===== config.mk =====
export PLATFORM = sky130hd
export DESIGN_NAME = fwlru_ram
export DESIGN_NICKNAME = d
export VERILOG_FILES = /design/src/hdl/fwlru_ram.sv
export SDC_FILE = /design/constraint.sdc
export NUM_CORES = 1
export LEC_CHECK = 0
export BUFFER_PORTS_ARGS = -buffer_cell sky130_fd_sc_hd__clkbuf_2
export CAP_MARGIN = 20
export CORE_AREA = 2 2 92 111
export DETAILED_ROUTE_END_ITERATION = 10
export DIE_AREA = 0 0 94 113
export PLACE_DENSITY_LB_ADDON = 0.12
export SLEW_MARGIN = 10
export SYNTH_ARGS = -nofsm -noshare
export SYNTH_HDL_FRONTEND = slang
export SYNTH_SLANG_ARGS = --single-unit

===== constraint.sdc =====
create_clock -name clock -period 3.4 [get_ports clock]
set_clock_uncertainty 0.2 [all_clocks]
set_input_delay 0.34 -clock clock [delete_from_list [all_inputs] [get_ports clock]]
set_output_delay 0.34 -clock clock [all_outputs]
set_load 0.005 [all_outputs]

===== src/hdl/fwlru_ram.sv =====
`timescale 1ns / 1ps
`default_nettype none
// ----------------------------------------------------------------------------
// fwlru_ram
// Generic simple dual-port RAM: one write port, one read port with
// registered read data. A read of the address being written returns the
// old contents.
// ----------------------------------------------------------------------------
module fwlru_ram #(
   parameter int DATA_WIDTH = 8,
   parameter int DEPTH      = 16,
   localparam int ADDR_W    = (DEPTH > 1) ? $clog2(DEPTH) : 1
) (
   input  wire logic                  clock,
   input  wire logic                  wr_en,
   input  wire logic [ADDR_W-1:0]     wr_addr,
   input  wire logic [DATA_WIDTH-1:0] wr_data,
   input  wire logic [ADDR_W-1:0]     rd_addr,
   output logic      [DATA_WIDTH-1:0] rd_data
);

   logic [DATA_WIDTH-1:0] mem_ff [DEPTH];
   logic [DATA_WIDTH-1:0] rd_data_ff;

   always_ff @(posedge clock) begin
      if (wr_en) begin
         mem_ff[wr_addr] <= wr_data;
      end
   end

   always_ff @(posedge clock) begin
      rd_data_ff <= mem_ff[rd_addr];
   end

   assign rd_data = rd_data_ff;

endmodule : fwlru_ram
`default_nettype wire


==> impl_metrics.tcl <==
set metrics [dict create \
    critical_path_class "input port to flip-flop" \
    grt_max_degree 23 \
    switchingPower_uw 731 \
    grt_pass1_vias 2398 \
    yosysMostFrequentCell "edfxtp_1" \
    cpLargestDelayFamily "buffers and inverters" \
    syn-cell-area_um2 5150 \
    maxSlewHeadroom_pct 34.5 \
    worst_pin_slew_ps 979 \
    cts_root_buf "clkbuf_16" \
    reg2regPathDepth 3 \
    die_h_um 113 \
    post-cts-setup-buffer-count 0 \
    end_kind "flip-flop" \
    layout.cells.non_filler 408 \
    combPwrFrac_pct 4.4 \
    wl_per_cell_um 23.8 \
    ctsLongestPathBuffers 2 \
    gp_congestion 0.743 \
    setup_tns_ps 0 \
    r2r_start "mem_ff[11][0]" \
    finalInstanceArea_um2 5970 \
    r2r-end "rd_data[0]" \
    clk_pin_slew_worst_paths_ps 50 \
    synth_top_cells_by_area "edfxtp_1 75%, mux4_2 7.9%, mux4_1 7.1%" \
    syn_nets 247 \
    fill_cells 669 \
    synth_top_cell_area_share_pct 74.7 \
    synth_top_area_cell "edfxtp_1" \
    initial_core_util_pct 54.1 \
    path_buf_inv 2 \
    cts_tree "done" \
    synth_area_per_cell_um2 22.5 \
    rows 39 \
    status "finished clean" \
    ios 26 \
    yosysWarnings 0 \
    grt_usage_pct 20.5 \
    setup_viol 0 \
    drtAntennaViolNets 0 \
    power_frac_clock_pct 45.2 \
    cts_resized 0 \
    design.die.area_um2 10600 \
    place_inst 376 \
    cp_data_required_time_ps 3490 \
    core_um2 9520 \
    cts-buffers-inserted 17 \
    grt_overflow 0 \
    cp.arrival_ps 1980 \
    finalWirelength_um 9700 \
    hold_class "input port to flip-flop" \
    cts.sinks 136 \
    insertion_delay_ps 410 \
    p_seq_share_pct 50.4 \
    r2r_setup_slack_ps 1870 \
    worst_setup_path_start_kind "input port" \
    ir_worst_vdd_uv 411 \
    ys_ff_latch 136 \
    place_area_um2 5420 \
    cp_max_fo 16 \
    dpl.hpwl_um 6070 \
    synthCells 229 \
    grt_pass1_wl_um 14800 \
    fin_crit_sh_pct 55.6 \
    max_cap_violations 0 \
    drive_above_1_share_pct 27.4 \
    syn_to_final_growth_pct 15.9 \
    rsz0062_at_grt "no" \
    startpoint "rd_addr[0]" \
    finalPower_mw 3.75 \
    worstPathCellList "clkbuf_2 -> buf_4 -> mux4_1 -> a22oi_1 -> nand2_1" \
    portBuffers 25 \
    p_leak_nw 2.02 \
    synth_common_cells "128 x edfxtp_1, 18 x mux4_2, 16 x a22oi_1, 14 x mux4_1, 13 x nor2_1" \
    fin_crit_ps 1890 \
    cts_max_level 4 \
    fin_util_pct 62.7 \
    postCtsHoldBufs 0 \
    yosysUniqueCellTypes 19 \
    synth_edf_count 128 \
    async_flop_share_pct 0 \
    internal-power_mw 3.01 \
    max_freq_ghz 0.529 \
    firstDrtPassIters 5 \
    cp-endpoint "rd_data[1]" \
    preCtsSetupSlack_ps 1030 \
    critPathMaxStageDelay_ps 570 \
    drc_errors 0 \
    dieWidth_um 94 \
    drtIter0Drc 175 \
    worst-path-stages 5 \
    fin_ws_ps 1510 \
    hold_ws_ps 164 \
    p_per_area_nw_per_um2 628 \
    synth_ff_type "edfxtp_1" \
    antenna_cells 0 \
    finalHoldViolCount 0 \
    vias 2400 \
    antenna_found_initial 0 \
    synth-seq-area-share_pct 77.8 \
    swShare_pct 19.5 \
    num-nets-final 290 \
    crit_path_top_delay_cell "mux4_1" \
    drv_slew 0 \
    post_drt_via_cell_ratio 5.88 \
]
[registers in the layout, indices dropped and copies added, names as in the netlist]
signal,cells
mem_ff,128
rd_data,8
[power groups by stage]
stage	combinational (mW)	clock (mW)	sequential, mW
6_report	0.165	1.69	1.89
5_1_grt	0.181	1.80	1.89
4_1_cts	0.169	1.72	1.89
3_5_place_dp	0.169	0	1.92
3_3_place_gp	0.166	0	1.92
2_1_floorplan	0.0951	0	1.92
[logic make-up after synthesis]
family,after synthesis,share of synthesized area (%)
AO/OA/AOI/OAI,16,2.33
buffers and inverters,10,1.68
flip-flops,136,77.8
multiplexers,32,15.0
AND/OR/NAND/NOR,35,3.18
[per-layer routing]
layer  up-vias  part of all wire, %  global-route usage [%]
met5         -                    0                       0
met4         0                  1.3                    8.70
met3        12                  4.0                    5.19
met2        68                   49                    29.9
met1      1261                   46                    30.2
li1       1059                    -                       -
[worst min-delay path by stage]
stage,startpoint,slack [ps],cells after the start,to
finish,wr_data[1],160,1,mem_ff[14][1]
global route,wr_data[1],190,1,mem_ff[12][1]
CTS,wr_data[1],150,1,mem_ff[12][1]
detailed placement,mem_ff[15][5],460,3,rd_data[5]
global placement,mem_ff[15][5],440,3,rd_data[5]
floorplan,wr_data[0],240,0,mem_ff[0][0]
[area by class of cell]
cell class | count | area, um^2 | area share [%]
repair buffers | 34 | 205 | 3.44
flip-flops and latches | 136 | 4000 | 67.1
multi-input cells | 83 | 1060 | 17.7
well taps | 123 | 154 | 2.58
clock buffers | 22 | 444 | 7.44
clock inverters | 10 | 104 | 1.74
[cell usage in the layout (no fill, tap or decap), types with 2 or more instances in the layout]
cell type and count:
a22oi_1 16, buf_4 8, bufinv_16 2, clkbuf_1 5, clkbuf_16 17, clkbuf_2 25
clkinv_1 2, clkinv_2 4, dfxtp_1 8, edfxtp_1 128, mux4_1 14, mux4_2 18
nand2_1 9, nand2b_1 2, nand3b_1 2, nor2_1 13, nor3_1 4
Note: power is estimated with default switching activity, not from simulation.
