`config.mk`:
```
export PLATFORM = sky130hd
export DESIGN_NAME = fwlru_way_update
export DESIGN_NICKNAME = d
export VERILOG_FILES = /design/src/hdl/fwlru_pkg.sv /design/src/hdl/fwlru_way_update.sv
export SDC_FILE = /design/constraint.sdc
export NUM_CORES = 1
export LEC_CHECK = 0
export ABC_CLOCK_PERIOD_IN_PS = 10200
export BUFFER_PORTS_ARGS = -buffer_cell sky130_fd_sc_hd__buf_4
export CAP_MARGIN = 20
export CORE_MARGIN = 2
export CORE_UTILIZATION = 29
export DETAILED_ROUTE_END_ITERATION = 10
export GPL_TIMING_DRIVEN = 0
export SETUP_SLACK_MARGIN = 0.02
export SYNTH_ARGS = -nofsm -noshare
export SYNTH_HDL_FRONTEND = slang
export SYNTH_SLANG_ARGS = --single-unit
```
`constraint.sdc`:
```
create_clock -name vclk -period 10.2
set_input_delay 0.51 -clock vclk [all_inputs]
set_output_delay 0.51 -clock vclk [all_outputs]
set_load 0.02 [all_outputs]
```
`src/hdl/fwlru_pkg.sv`:
```
`timescale 1ns / 1ps
`default_nettype none
// ----------------------------------------------------------------------------
// fwlru_pkg
// Constants, types and address helpers shared by the four-way tag lookup unit.
// ----------------------------------------------------------------------------
package fwlru_pkg;

   localparam int NUM_SETS        = 64;
   localparam int LINE_BYTES      = 16;
   localparam int WAYS            = 4;
   localparam int WAY_BITS        = 2;
   localparam int AGE_BITS        = 2;
   localparam int ADDR_BITS       = 32;
   localparam int ACCESS_BYTES    = 4;
   localparam int OFF_BITS        = $clog2(LINE_BYTES);
   localparam int IDX_BITS        = $clog2(NUM_SETS);
   localparam int TAG_BITS        = ADDR_BITS - OFF_BITS - IDX_BITS;
   localparam int SET_OUT_BITS    = 6;
   localparam int OFFSET_OUT_BITS = 4;

   localparam logic [AGE_BITS-1:0] AGE_NEWEST = 2'd3;
   localparam logic [AGE_BITS-1:0] AGE_OLDEST = 2'd0;

   typedef logic [ADDR_BITS-1:0] addr_type;
   typedef logic [IDX_BITS-1:0]  set_type;
   typedef logic [TAG_BITS-1:0]  tag_type;
   typedef logic [WAY_BITS-1:0]  way_type;
   typedef logic [AGE_BITS-1:0]  age_type;

   typedef struct packed {
      logic    valid;
      age_type age;
      tag_type tag;
   } way_entry_type;

   typedef way_entry_type [WAYS-1:0] row_type;

   localparam int ROW_BITS = $bits(row_type);

   typedef struct packed {
      logic    hit;
      way_type way;
      row_type row;
   } lookup_type;

   typedef enum logic [1:0] {
      ST_IDLE,
      ST_LOOK1,
      ST_LOOK2
   } state_type;

   // The index field can exceed the set count when it is not a power of two;
   // it is then below twice the count, so one subtraction wraps it.
   function automatic set_type set_of(input addr_type addr);
      logic [IDX_BITS:0] idx;
      idx = {1'b0, addr[OFF_BITS +: IDX_BITS]};
      if (idx >= (IDX_BITS+1)'(NUM_SETS)) begin
         idx = idx - (IDX_BITS+1)'(NUM_SETS);
      end
      return idx[IDX_BITS-1:0];
   endfunction

   function automatic tag_type tag_of(input addr_type addr);
      return addr[ADDR_BITS-1 -: TAG_BITS];
   endfunction

   function automatic logic [SET_OUT_BITS-1:0] set_out(input set_type s);
      addr_type wide;
      wide = ADDR_BITS'(s);
      return wide[SET_OUT_BITS-1:0];
   endfunction

   function automatic logic [OFFSET_OUT_BITS-1:0] offset_out(input addr_type addr);
      addr_type wide;
      wide = ADDR_BITS'(addr[OFF_BITS-1:0]);
      return wide[OFFSET_OUT_BITS-1:0];
   endfunction

endpackage : fwlru_pkg
`default_nettype wire

```
`src/hdl/fwlru_way_update.sv`:
```
`timescale 1ns / 1ps
`default_nettype none
// ----------------------------------------------------------------------------
// fwlru_way_update
// Hit search, victim choice and age update for one set row.
// ----------------------------------------------------------------------------
module fwlru_way_update
   import fwlru_pkg::*;
(
   input  wire row_type    row_in,
   input  wire tag_type    tag,
   output lookup_type      result
);

   logic    hit;
   logic    found;
   way_type pick;
   age_type ref_age;
   row_type row_out;

   always_comb begin
      hit   = 1'b0;
      found = 1'b0;
      pick  = '0;
      for (int w = 0; w < WAYS; w++) begin
         if (!found && row_in[w].valid && (row_in[w].tag == tag)) begin
            pick  = WAY_BITS'(w);
            found = 1'b1;
            hit   = 1'b1;
         end
      end
      for (int w = 0; w < WAYS; w++) begin
         if (!found && !row_in[w].valid) begin
            pick  = WAY_BITS'(w);
            found = 1'b1;
         end
      end
      for (int w = 0; w < WAYS; w++) begin
         if (!found && (row_in[w].age == AGE_OLDEST)) begin
            pick  = WAY_BITS'(w);
            found = 1'b1;
         end
      end
   end

   // The chosen way is valid after allocation; it never ages itself since
   // its own age is not above the reference.
   always_comb begin
      row_out = row_in;
      ref_age = row_in[pick].age;
      if (!hit) begin
         row_out[pick].tag   = tag;
         row_out[pick].valid = 1'b1;
      end
      for (int w = 0; w < WAYS; w++) begin
         if (row_out[w].valid && (row_in[w].age > ref_age)) begin
            row_out[w].age = row_in[w].age - 1'b1;
         end
      end
      row_out[pick].age = AGE_NEWEST;
   end

   assign result = '{hit: hit, way: pick, row: row_out};

endmodule : fwlru_way_update
`default_nettype wire

```
==> report_table.html, run 1 <==
<table>
<tr><th>Metric</th><th>Value</th></tr>
<tr><th colspan="2">Run status</th></tr>
<tr><td>Outcome</td><td>completed</td></tr>
<tr><th colspan="2">GRT</th></tr>
<tr><td>Global-route wire length before repair</td><td>roughly 22,000 um</td></tr>
<tr><td>Maximum number of pins on one net before global-route repair</td><td>11</td></tr>
<tr><td>Number of global-route vias before repair</td><td>about 4,100</td></tr>
<tr><td>Overall track demand over capacity in global routing</td><td>21.94%</td></tr>
<tr><td>Initial antenna violation count</td><td>0</td></tr>
<tr><td>Remaining Overflow, GRT</td><td>0</td></tr>
<tr><th colspan="2">STA</th></tr>
<tr><td>Number of hold-slack violations in the final timing report</td><td>0</td></tr>
<tr><td>Clock period minus final worst setup slack</td><td>5.656 ns</td></tr>
<tr><td>RSZ-0062 raised after global routing</td><td>no</td></tr>
<tr><td>Relative slew slack</td><td>between 50 and 60%</td></tr>
<tr><td>Final sum of negative setup slack</td><td>0 ns</td></tr>
<tr><td>Fmax</td><td>approximately 0.18 GHz</td></tr>
<tr><td>Worst Tran Pin Value</td><td>0.6875 ns</td></tr>
<tr><td>Final setup violation count</td><td>0</td></tr>
<tr><td>Share of the cycle needed by the critical path after routing</td><td>a little under three fifths</td></tr>
<tr><td>Count of final max-slew check failures</td><td>0</td></tr>
<tr><td>Final WS setup</td><td>between 4 and 5 ns</td></tr>
<tr><th colspan="2">Layout</th></tr>
<tr><td>Diodes inserted</td><td>0</td></tr>
<tr><td>Fillcell total</td><td>1,164</td></tr>
<tr><td>Most frequent cells in the layout</td><td>sky130_fd_sc_hd__buf_4 (202), sky130_fd_sc_hd__mux2_2 (88), sky130_fd_sc_hd__xor2_1 (62)</td></tr>
<tr><td>Area used by multi-input combinational logic</td><td>slightly above 3000 sq um</td></tr>
<tr><td>Fin area</td><td>5030 sq um</td></tr>
<tr><td>Clock buffer count in the final layout</td><td>0</td></tr>
<tr><td>Commonest non-fill, non-tap cell in the layout</td><td>sky130_fd_sc_hd__buf_4</td></tr>
<tr><td>Register Area</td><td>0 sq um</td></tr>
<tr><td>Area growth from synthesis to final layout</td><td>50.17%</td></tr>
<tr><td>Share of final-layout standard cells stronger than drive strength 1</td><td>54.22%</td></tr>
<tr><td>Core utilization of the finished layout</td><td>between 40% and 50%</td></tr>
<tr><td>Number of nets in the layout</td><td>roughly 750</td></tr>
<tr><td>Flip-flop and latch count</td><td>0</td></tr>
<tr><th colspan="2">Yosys</th></tr>
<tr><td>Combined area of all synthesized cells</td><td>approximately 3300 sq um</td></tr>
<tr><td>Proportion of netlist area held by the largest area contributor</td><td>around 30%</td></tr>
<tr><td>Dominant combinational cell family by area after synthesis</td><td>multiplexers</td></tr>
<tr><td>Largest area contributor in the netlist</td><td>sky130_fd_sc_hd__mux2_2</td></tr>
<tr><td>Yosys warning count</td><td>0</td></tr>
<tr><td>Main area contributors after synthesis</td><td>sky130_fd_sc_hd__mux2_2 (30%), sky130_fd_sc_hd__xor2_1 (16%), sky130_fd_sc_hd__xnor2_1 (7.6%), sky130_fd_sc_hd__nor4_1 (4.1%), sky130_fd_sc_hd__buf_2 (3.0%)</td></tr>
<tr><td>Compound-cell area share of the yosys netlist</td><td>between 10% and 20%</td></tr>
<tr><td>Synth cell types</td><td>between 60 and 70</td></tr>
<tr><td>Share of synthesized cell area in full adder, half adder and majority cells</td><td>3.287%</td></tr>
<tr><td>Sequential share of the synthesized area</td><td>0%</td></tr>
<tr><td>Cells after synthesis</td><td>416</td></tr>
<tr><td>Post-Synthesis Mean Instance Area</td><td>between 8 and 9 sq um</td></tr>
<tr><td>Simple-Gate Fraction of Synth Area</td><td>between 20 and 25%</td></tr>
<tr><td>Post-Synthesis Net Count</td><td>around 550</td></tr>
<tr><td>Xor-xnor portion of the synthesized cell area</td><td>~25%</td></tr>
<tr><td>Multiplexer fraction of the synthesized cell area</td><td>between 30 and 40%</td></tr>
<tr><th colspan="2">Pwr</th></tr>
<tr><td>Switching power share of the total</td><td>about 54%</td></tr>
<tr><td>Part of the total power dissipated in combinational logic</td><td>100.0%</td></tr>
<tr><td>Switching Power</td><td>0.1636 mW</td></tr>
<tr><td>Max rail drop VDD</td><td>between 0.03 and 0.04 mV</td></tr>
<tr><td>Part of the power in the clock network</td><td>0%</td></tr>
<tr><td>Power per standard cell area</td><td>~60 nW/um^2</td></tr>
<tr><td>Leak pwr</td><td>2.210 nW</td></tr>
<tr><td>Pint</td><td>around 0.14 mW</td></tr>
<tr><td>Seq pwr share</td><td>0%</td></tr>
<tr><th colspan="2">Placed design</th></tr>
<tr><td>Gp weighted congestion</td><td>0.8886</td></tr>
<tr><td>I/O Buffers</td><td>200</td></tr>
<tr><td>Pre-CTS setup slack</td><td>around 4.6 ns</td></tr>
<tr><td>Area of placed instances</td><td>5030 sq um</td></tr>
<tr><td>Detail Placement HPWL</td><td>roughly 13,000 um</td></tr>
<tr><th colspan="2">Drt</th></tr>
<tr><td>DRC Markers</td><td>0</td></tr>
<tr><td>Routed len/inst</td><td>19.28 um</td></tr>
<tr><td>Number of vias after detailed routing</td><td>just over 4,000</td></tr>
<tr><td>Detailed Route WL</td><td>between 10,000 and 15,000 um</td></tr>
<tr><td>Routed via count divided by cell count</td><td>5.312</td></tr>
<tr><td>Initial drt markers</td><td>roughly 180</td></tr>
<tr><td>Number of nets with antenna violations after routing</td><td>0</td></tr>
<tr><td>First-pass detailed-route iteration total</td><td>4</td></tr>
<tr><th colspan="2">CTS</th></tr>
<tr><td>Hold bufs inserted after CTS</td><td>0</td></tr>
<tr><td>Gates resized, CTS repair</td><td>0</td></tr>
<tr><td>Number of post-CTS setup repair buffers</td><td>0</td></tr>
<tr><th colspan="2">Setup path</th></tr>
<tr><td>Chain of cells forming the critical path</td><td>clkbuf_1 -&gt; nand2_1 -&gt; or3b_1 -&gt; or4_4 -&gt; a31oi_2 -&gt; o21a_1 -&gt; nor2_1 -&gt; o211a_1 -&gt; a21oi_1 -&gt; ha_1 -&gt; nor2_1 -&gt; a311o_1 -&gt; nor3_1 -&gt; or4_1 -&gt; nor3b_2 -&gt; buf_4</td></tr>
<tr><td>CP arrival</td><td>between 5 and 6 ns</td></tr>
<tr><td>Critical path depth</td><td>16</td></tr>
<tr><td>Cell at the slowest stage of the critical path</td><td>sky130_fd_sc_hd__or4_1</td></tr>
<tr><td>Family of cells with the greatest summed delay on the critical path</td><td>simple AND/OR/NAND/NOR gates</td></tr>
<tr><td>Largest incremental delay on the critical path</td><td>0.56 ns</td></tr>
<tr><td>Kind of critical path</td><td>in -&gt; out</td></tr>
<tr><td>Most repeated library cell on the critical path</td><td>sky130_fd_sc_hd__nor2_1</td></tr>
<tr><td>Crit path capture type</td><td>primary output</td></tr>
<tr><td>Startpoint kind of the worst setup timing path</td><td>input port</td></tr>
<tr><td>Largest driver fanout on the critical path</td><td>9</td></tr>
<tr><td>CP Buf/Inv Count</td><td>2</td></tr>
<tr><td>Critical Path RT</td><td>around 9.7 ns</td></tr>
<tr><th colspan="2">Worst hold path</th></tr>
<tr><td>Hold Path Stages</td><td>3</td></tr>
<tr><td>Critical hold path startpoint</td><td>row_in[38]</td></tr>
<tr><td>Worst Hold End</td><td>result[38]</td></tr>
<tr><td>Min-Delay Path Class</td><td>in -&gt; out</td></tr>
<tr><th colspan="2">Die</th></tr>
<tr><td>Io pins</td><td>225</td></tr>
<tr><td>Starting Density</td><td>around 30%</td></tr>
<tr><td>Chip Height</td><td>between 100 and 150 um</td></tr>
<tr><td>Std-Cell Rows</td><td>39</td></tr>
<tr><td>Placeable core area</td><td>11,320 sq um</td></tr>
<tr><td>Die outline area</td><td>~12,000 sq um</td></tr>
<tr><td>Width of the die</td><td>111.5 um</td></tr>
<tr><th colspan="2">Job</th></tr>
<tr><td>Max capacitance violation total</td><td>0</td></tr>
</table>
[cells by family after synthesis]
| family | Yosys count |
|---|---|
| AOI/OAI and AO/OA | 46 |
| xor gates and xnor gates | 94 |
| adders and majority gates | 9 |
| buffers and inverters | 51 |
| muxes | 90 |
| and+or+nand+nor | 126 |
[area by class of cell]
cell class | count | share of cell area (%)
buffer | 40 | 4.229
inverter | 11 | 1.020
multi-input combinational | 365 | 61.34
tap | 143 | 3.557
timing repair buffer | 200 | 29.85
[metal layers]
metal,global-route usage (%),up-vias,routed length [um]
met1,28.60,1903,6323
met2,40.53,178,7326
li1,-,1939,-
met5,0,-,0
met4,1.811,0,128
met3,2.341,12,854
[tightest hold or removal path, cell delays in order]
cell	delay (ns)
sky130_fd_sc_hd__buf_4	0.09
sky130_fd_sc_hd__mux2_2	0.13
sky130_fd_sc_hd__buf_4	0.13
[worst max-delay path by stage]
stage | from | endpoint | slack, ns
floorplan | tag[4] | result[97] | 5.14
global placement | tag[16] | result[97] | 4.67
detailed placement | row_in[74] | result[97] | 4.60
CTS | row_in[74] | result[97] | 4.58
global route | tag[16] | result[97] | 4.26
finish | row_in[74] | result[97] | 4.54
[power by group through the flow]
stage | clock (mW) | combinational [mW] | sequential [mW]
floorplan | 0 | 0.176 | 0
global placement | 0 | 0.298 | 0
detailed placement | 0 | 0.300 | 0
CTS | 0 | 0.301 | 0
global route | 0 | 0.322 | 0
finish | 0 | 0.302 | 0
[synthesized netlist by cell type, drive strengths merged (2+ instances only)]
cell type and count:
a2111oi 2, nor3 9, ha 8, and4 3, and3 5, o31ai 4
nand3 10, nor4 22, or2 4, xnor2 32, and2 2, o21ai 7
a211oi 3, nor2b 3, or4 2, mux2i 2, clkbuf 11, nor3b 2
a31oi 7, o211ai 3, a221oi 2, a21oi 3, nand2 19, clkinv 2
o21a 3, buf 29, or3 6, xor2 62, nand4 14, mux2 88
inv 9, nor4b 4, or3b 3, nor2 12, nand4b 3
[per-stage QoR]
step / power [mW] / hold slack, ns / instances
final: 0.3016 / 1.365 / 759
after global routing: 0.3221 / 1.377 / 759
after CTS: 0.3014 / 1.367 / 759
after detailed placement: 0.2997 / 1.364 / 759
after global placement: 0.2975 / 1.366 / 759
after floorplan: 0.1757 / 1.209 / 416
Note: power is estimated with default switching activity, not from simulation.
==> run 2: changes to the inputs <==
ABC_CLOCK_PERIOD_IN_PS = 4700   (was 10200)
clock period = 4.7 ns   (was 10.2 ns; I/O delays follow)
==> report_table.html, run 2 (synthesized netlist as in run 1, its figures left out) <==
<table>
<tr><th>Metric</th><th>Value</th></tr>
<tr><th colspan="2">Run status</th></tr>
<tr><td>Outcome</td><td>completed</td></tr>
<tr><th colspan="2">Pwr</th></tr>
<tr><td>Leak pwr</td><td>2.220 nW (+0.48%)</td></tr>
<tr><td>Part of the power in the clock network</td><td>0% (unchanged)</td></tr>
<tr><td>Part of the total power dissipated in combinational logic</td><td>100.0% (about the same)</td></tr>
<tr><td>Seq pwr share</td><td>0% (unchanged)</td></tr>
<tr><td>Max rail drop VDD</td><td>0.07038 mV (+120%)</td></tr>
<tr><td>Switching power share of the total</td><td>54.12% (-0.13 points)</td></tr>
<tr><td>Power per standard cell area</td><td>130.4 nW/um^2 (+120%)</td></tr>
<tr><td>Switching Power</td><td>0.3580 mW (+120%)</td></tr>
<tr><td>Pint</td><td>0.3035 mW (+120%)</td></tr>
<tr><th colspan="2">STA</th></tr>
<tr><td>Relative slew slack</td><td>54.11% (-0.062 points)</td></tr>
<tr><td>Final WS setup</td><td>0.2383 ns (-4.306 ns)</td></tr>
<tr><td>RSZ-0062 raised after global routing</td><td>no</td></tr>
<tr><td>Worst Tran Pin Value</td><td>0.6884 ns (+0.0009256 ns)</td></tr>
<tr><td>Min Hold Slack</td><td>0.8150 ns (-0.5495 ns)</td></tr>
<tr><td>Final setup violation count</td><td>0 (unchanged)</td></tr>
<tr><td>Clock period minus final worst setup slack</td><td>between 4 and 5 ns</td></tr>
<tr><td>Share of the cycle needed by the critical path after routing</td><td>a little over nine tenths</td></tr>
<tr><td>Number of hold-slack violations in the final timing report</td><td>0 (unchanged)</td></tr>
<tr><td>Count of final max-slew check failures</td><td>0 (unchanged)</td></tr>
<tr><td>Fmax</td><td>approximately 0.22 GHz</td></tr>
<tr><th colspan="2">Drt</th></tr>
<tr><td>Met2 routed wirelength</td><td>7384 um (+0.79%)</td></tr>
<tr><td>Met3 wirelength from detailed routing</td><td>849 um (-0.59%)</td></tr>
<tr><td>Routed via count divided by cell count</td><td>5.256 (-1.1%)</td></tr>
<tr><td>Detailed Route WL</td><td>14,650 um (+0.15%)</td></tr>
<tr><td>Uppermost metal layer occupied by signal nets</td><td>met4</td></tr>
<tr><td>First-pass detailed-route iteration total</td><td>4 (unchanged)</td></tr>
<tr><td>Initial drt markers</td><td>190 (+8.6%)</td></tr>
<tr><td>Number of vias after detailed routing</td><td>3,989 (-1.1%)</td></tr>
<tr><td>DRC Markers</td><td>0 (unchanged)</td></tr>
<tr><td>Routed len/inst</td><td>19.31 um (+0.15%)</td></tr>
<tr><td>Wire length the detailed router placed on met1</td><td>6291 um (-0.51%)</td></tr>
<tr><td>Number of nets with antenna violations after routing</td><td>0 (unchanged)</td></tr>
<tr><th colspan="2">Setup path</th></tr>
<tr><td>Kind of critical path</td><td>in -&gt; out</td></tr>
<tr><td>CP arrival</td><td>4.23 ns (-0.92 ns)</td></tr>
<tr><td>Crit path capture type</td><td>primary output</td></tr>
<tr><td>Largest driver fanout on the critical path</td><td>9 (unchanged)</td></tr>
<tr><td>Critical Path RT</td><td>4.47 ns (-5.22 ns)</td></tr>
<tr><td>Startpoint kind of the worst setup timing path</td><td>input port</td></tr>
<tr><th colspan="2">Layout</th></tr>
<tr><td>Clock buffer count in the final layout</td><td>0 (unchanged)</td></tr>
<tr><td>Area growth from synthesis to final layout</td><td>51.48%</td></tr>
<tr><td>Flip-flop and latch count</td><td>0 (unchanged)</td></tr>
<tr><td>Number of nets in the layout</td><td>748 (unchanged)</td></tr>
<tr><td>Most frequent cells in the layout</td><td>sky130_fd_sc_hd__buf_4 (202), sky130_fd_sc_hd__mux2_2 (88), sky130_fd_sc_hd__xor2_1 (62)</td></tr>
<tr><td>Commonest non-fill, non-tap cell in the layout</td><td>sky130_fd_sc_hd__buf_4</td></tr>
<tr><td>Share of final-layout standard cells stronger than drive strength 1</td><td>55.03% (+0.81 points)</td></tr>
<tr><td>Diodes inserted</td><td>0 (unchanged)</td></tr>
<tr><td>Register Area</td><td>0 sq um (unchanged)</td></tr>
<tr><th colspan="2">GRT</th></tr>
<tr><td>Maximum number of pins on one net before global-route repair</td><td>11 (unchanged)</td></tr>
<tr><td>Overall track demand over capacity in global routing</td><td>21.95% (about the same)</td></tr>
<tr><td>Remaining Overflow, GRT</td><td>0 (unchanged)</td></tr>
<tr><td>Initial antenna violation count</td><td>0 (unchanged)</td></tr>
<tr><td>Number of global-route vias before repair</td><td>4,094 (-0.049%)</td></tr>
<tr><td>Global-route wire length before repair</td><td>22,380 um (about the same)</td></tr>
<tr><th colspan="2">Job</th></tr>
<tr><td>Max capacitance violation total</td><td>0 (unchanged)</td></tr>
<tr><th colspan="2">Die</th></tr>
<tr><td>Io pins</td><td>225 (unchanged)</td></tr>
<tr><td>Placeable core area</td><td>11,320 sq um (unchanged)</td></tr>
<tr><td>Chip Height</td><td>111.5 um (unchanged)</td></tr>
<tr><td>Width of the die</td><td>111.5 um (unchanged)</td></tr>
<tr><td>Std-Cell Rows</td><td>39 (unchanged)</td></tr>
<tr><td>Starting Density</td><td>29.59% (unchanged)</td></tr>
<tr><td>Die outline area</td><td>12,430 sq um (unchanged)</td></tr>
<tr><th colspan="2">Placed design</th></tr>
<tr><td>Pre-CTS setup slack</td><td>-0.3533 ns (-4.950 ns)</td></tr>
<tr><td>Detail Placement HPWL</td><td>12,560 um (unchanged)</td></tr>
<tr><td>Gp weighted congestion</td><td>0.8886 (unchanged)</td></tr>
<tr><td>I/O Buffers</td><td>200 (unchanged)</td></tr>
<tr><th colspan="2">CTS</th></tr>
<tr><td>Hold bufs inserted after CTS</td><td>0 (unchanged)</td></tr>
<tr><th colspan="2">Worst hold path</th></tr>
<tr><td>Min-Delay Path Class</td><td>in -&gt; out</td></tr>
</table>
[run 2: per-stage QoR]
step	util [%]	instances	setup TNS, ns	total power [mW]	cell area, sq um
after floorplan	-	416	0	0.3813	3349
after global placement	44.43	759	-0.2837	0.6457	5030
after detailed placement	44.43	759	-0.3555	0.6505	5030
after CTS	44.60	759	0	0.6567	5049
after global routing	44.82	759	0	0.7060	5074
final	44.82	759	0	0.6615	5074
[run 2: power groups by stage]
stage / combinational [mW] / clock (mW) / sequential [mW]
after global placement: 0.646 / 0 / 0
after CTS: 0.657 / 0 / 0
after floorplan: 0.381 / 0 / 0
after detailed placement: 0.651 / 0 / 0
after global routing: 0.706 / 0 / 0
final: 0.661 / 0 / 0
[run 2: layout make-up]
| cell class | instances | area (sq um) |
|---|---|---|
| plain buffers | 40 | 214.0 |
| multi-input cells | 365 | 3128 |
| well taps | 143 | 178.9 |
| fillers | 1163 | 6247 |
| repair buffers | 200 | 1501 |
| inverters | 11 | 51.30 |
[run 2: worst max-delay path, stage by stage]
cell                      delay (ns)
sky130_fd_sc_hd__buf_2          0.19
sky130_fd_sc_hd__xor2_1         0.21
sky130_fd_sc_hd__nor4_1         0.30
sky130_fd_sc_hd__nand2_1        0.10
sky130_fd_sc_hd__or4_4          0.59
sky130_fd_sc_hd__a31oi_4        0.26
sky130_fd_sc_hd__o21a_4         0.21
sky130_fd_sc_hd__nor2_4         0.07
sky130_fd_sc_hd__o211a_1        0.27
sky130_fd_sc_hd__a21oi_4        0.19
sky130_fd_sc_hd__ha_1           0.29
sky130_fd_sc_hd__nor2_4         0.18
sky130_fd_sc_hd__a311o_1        0.14
sky130_fd_sc_hd__nor3_1         0.05
sky130_fd_sc_hd__or4_1          0.57
sky130_fd_sc_hd__nor3b_2        0.20
sky130_fd_sc_hd__buf_4          0.16
[run 2: metal layers]
layer	vias up	GRT usage [%]
met4	0	1.811
li1	1937	-
met1	1886	28.60
met3	9	2.341
met2	157	40.57
met5	-	0
[run 2: worst paths after layout]
| check | slack, ns | endpoint | startpoint | cells after the start |
|---|---|---|---|---|
| max | 0.24 | result[97] | tag[14] | 17 |
| min | 0.82 | result[38] | row_in[38] | 3 |
[run 2: timing repair]
item,4_1_cts,5_1_grt
endpoints found under the setup margin,2,2
resized for setup,5,5
buffers inserted,0,0
pin swaps,0,0
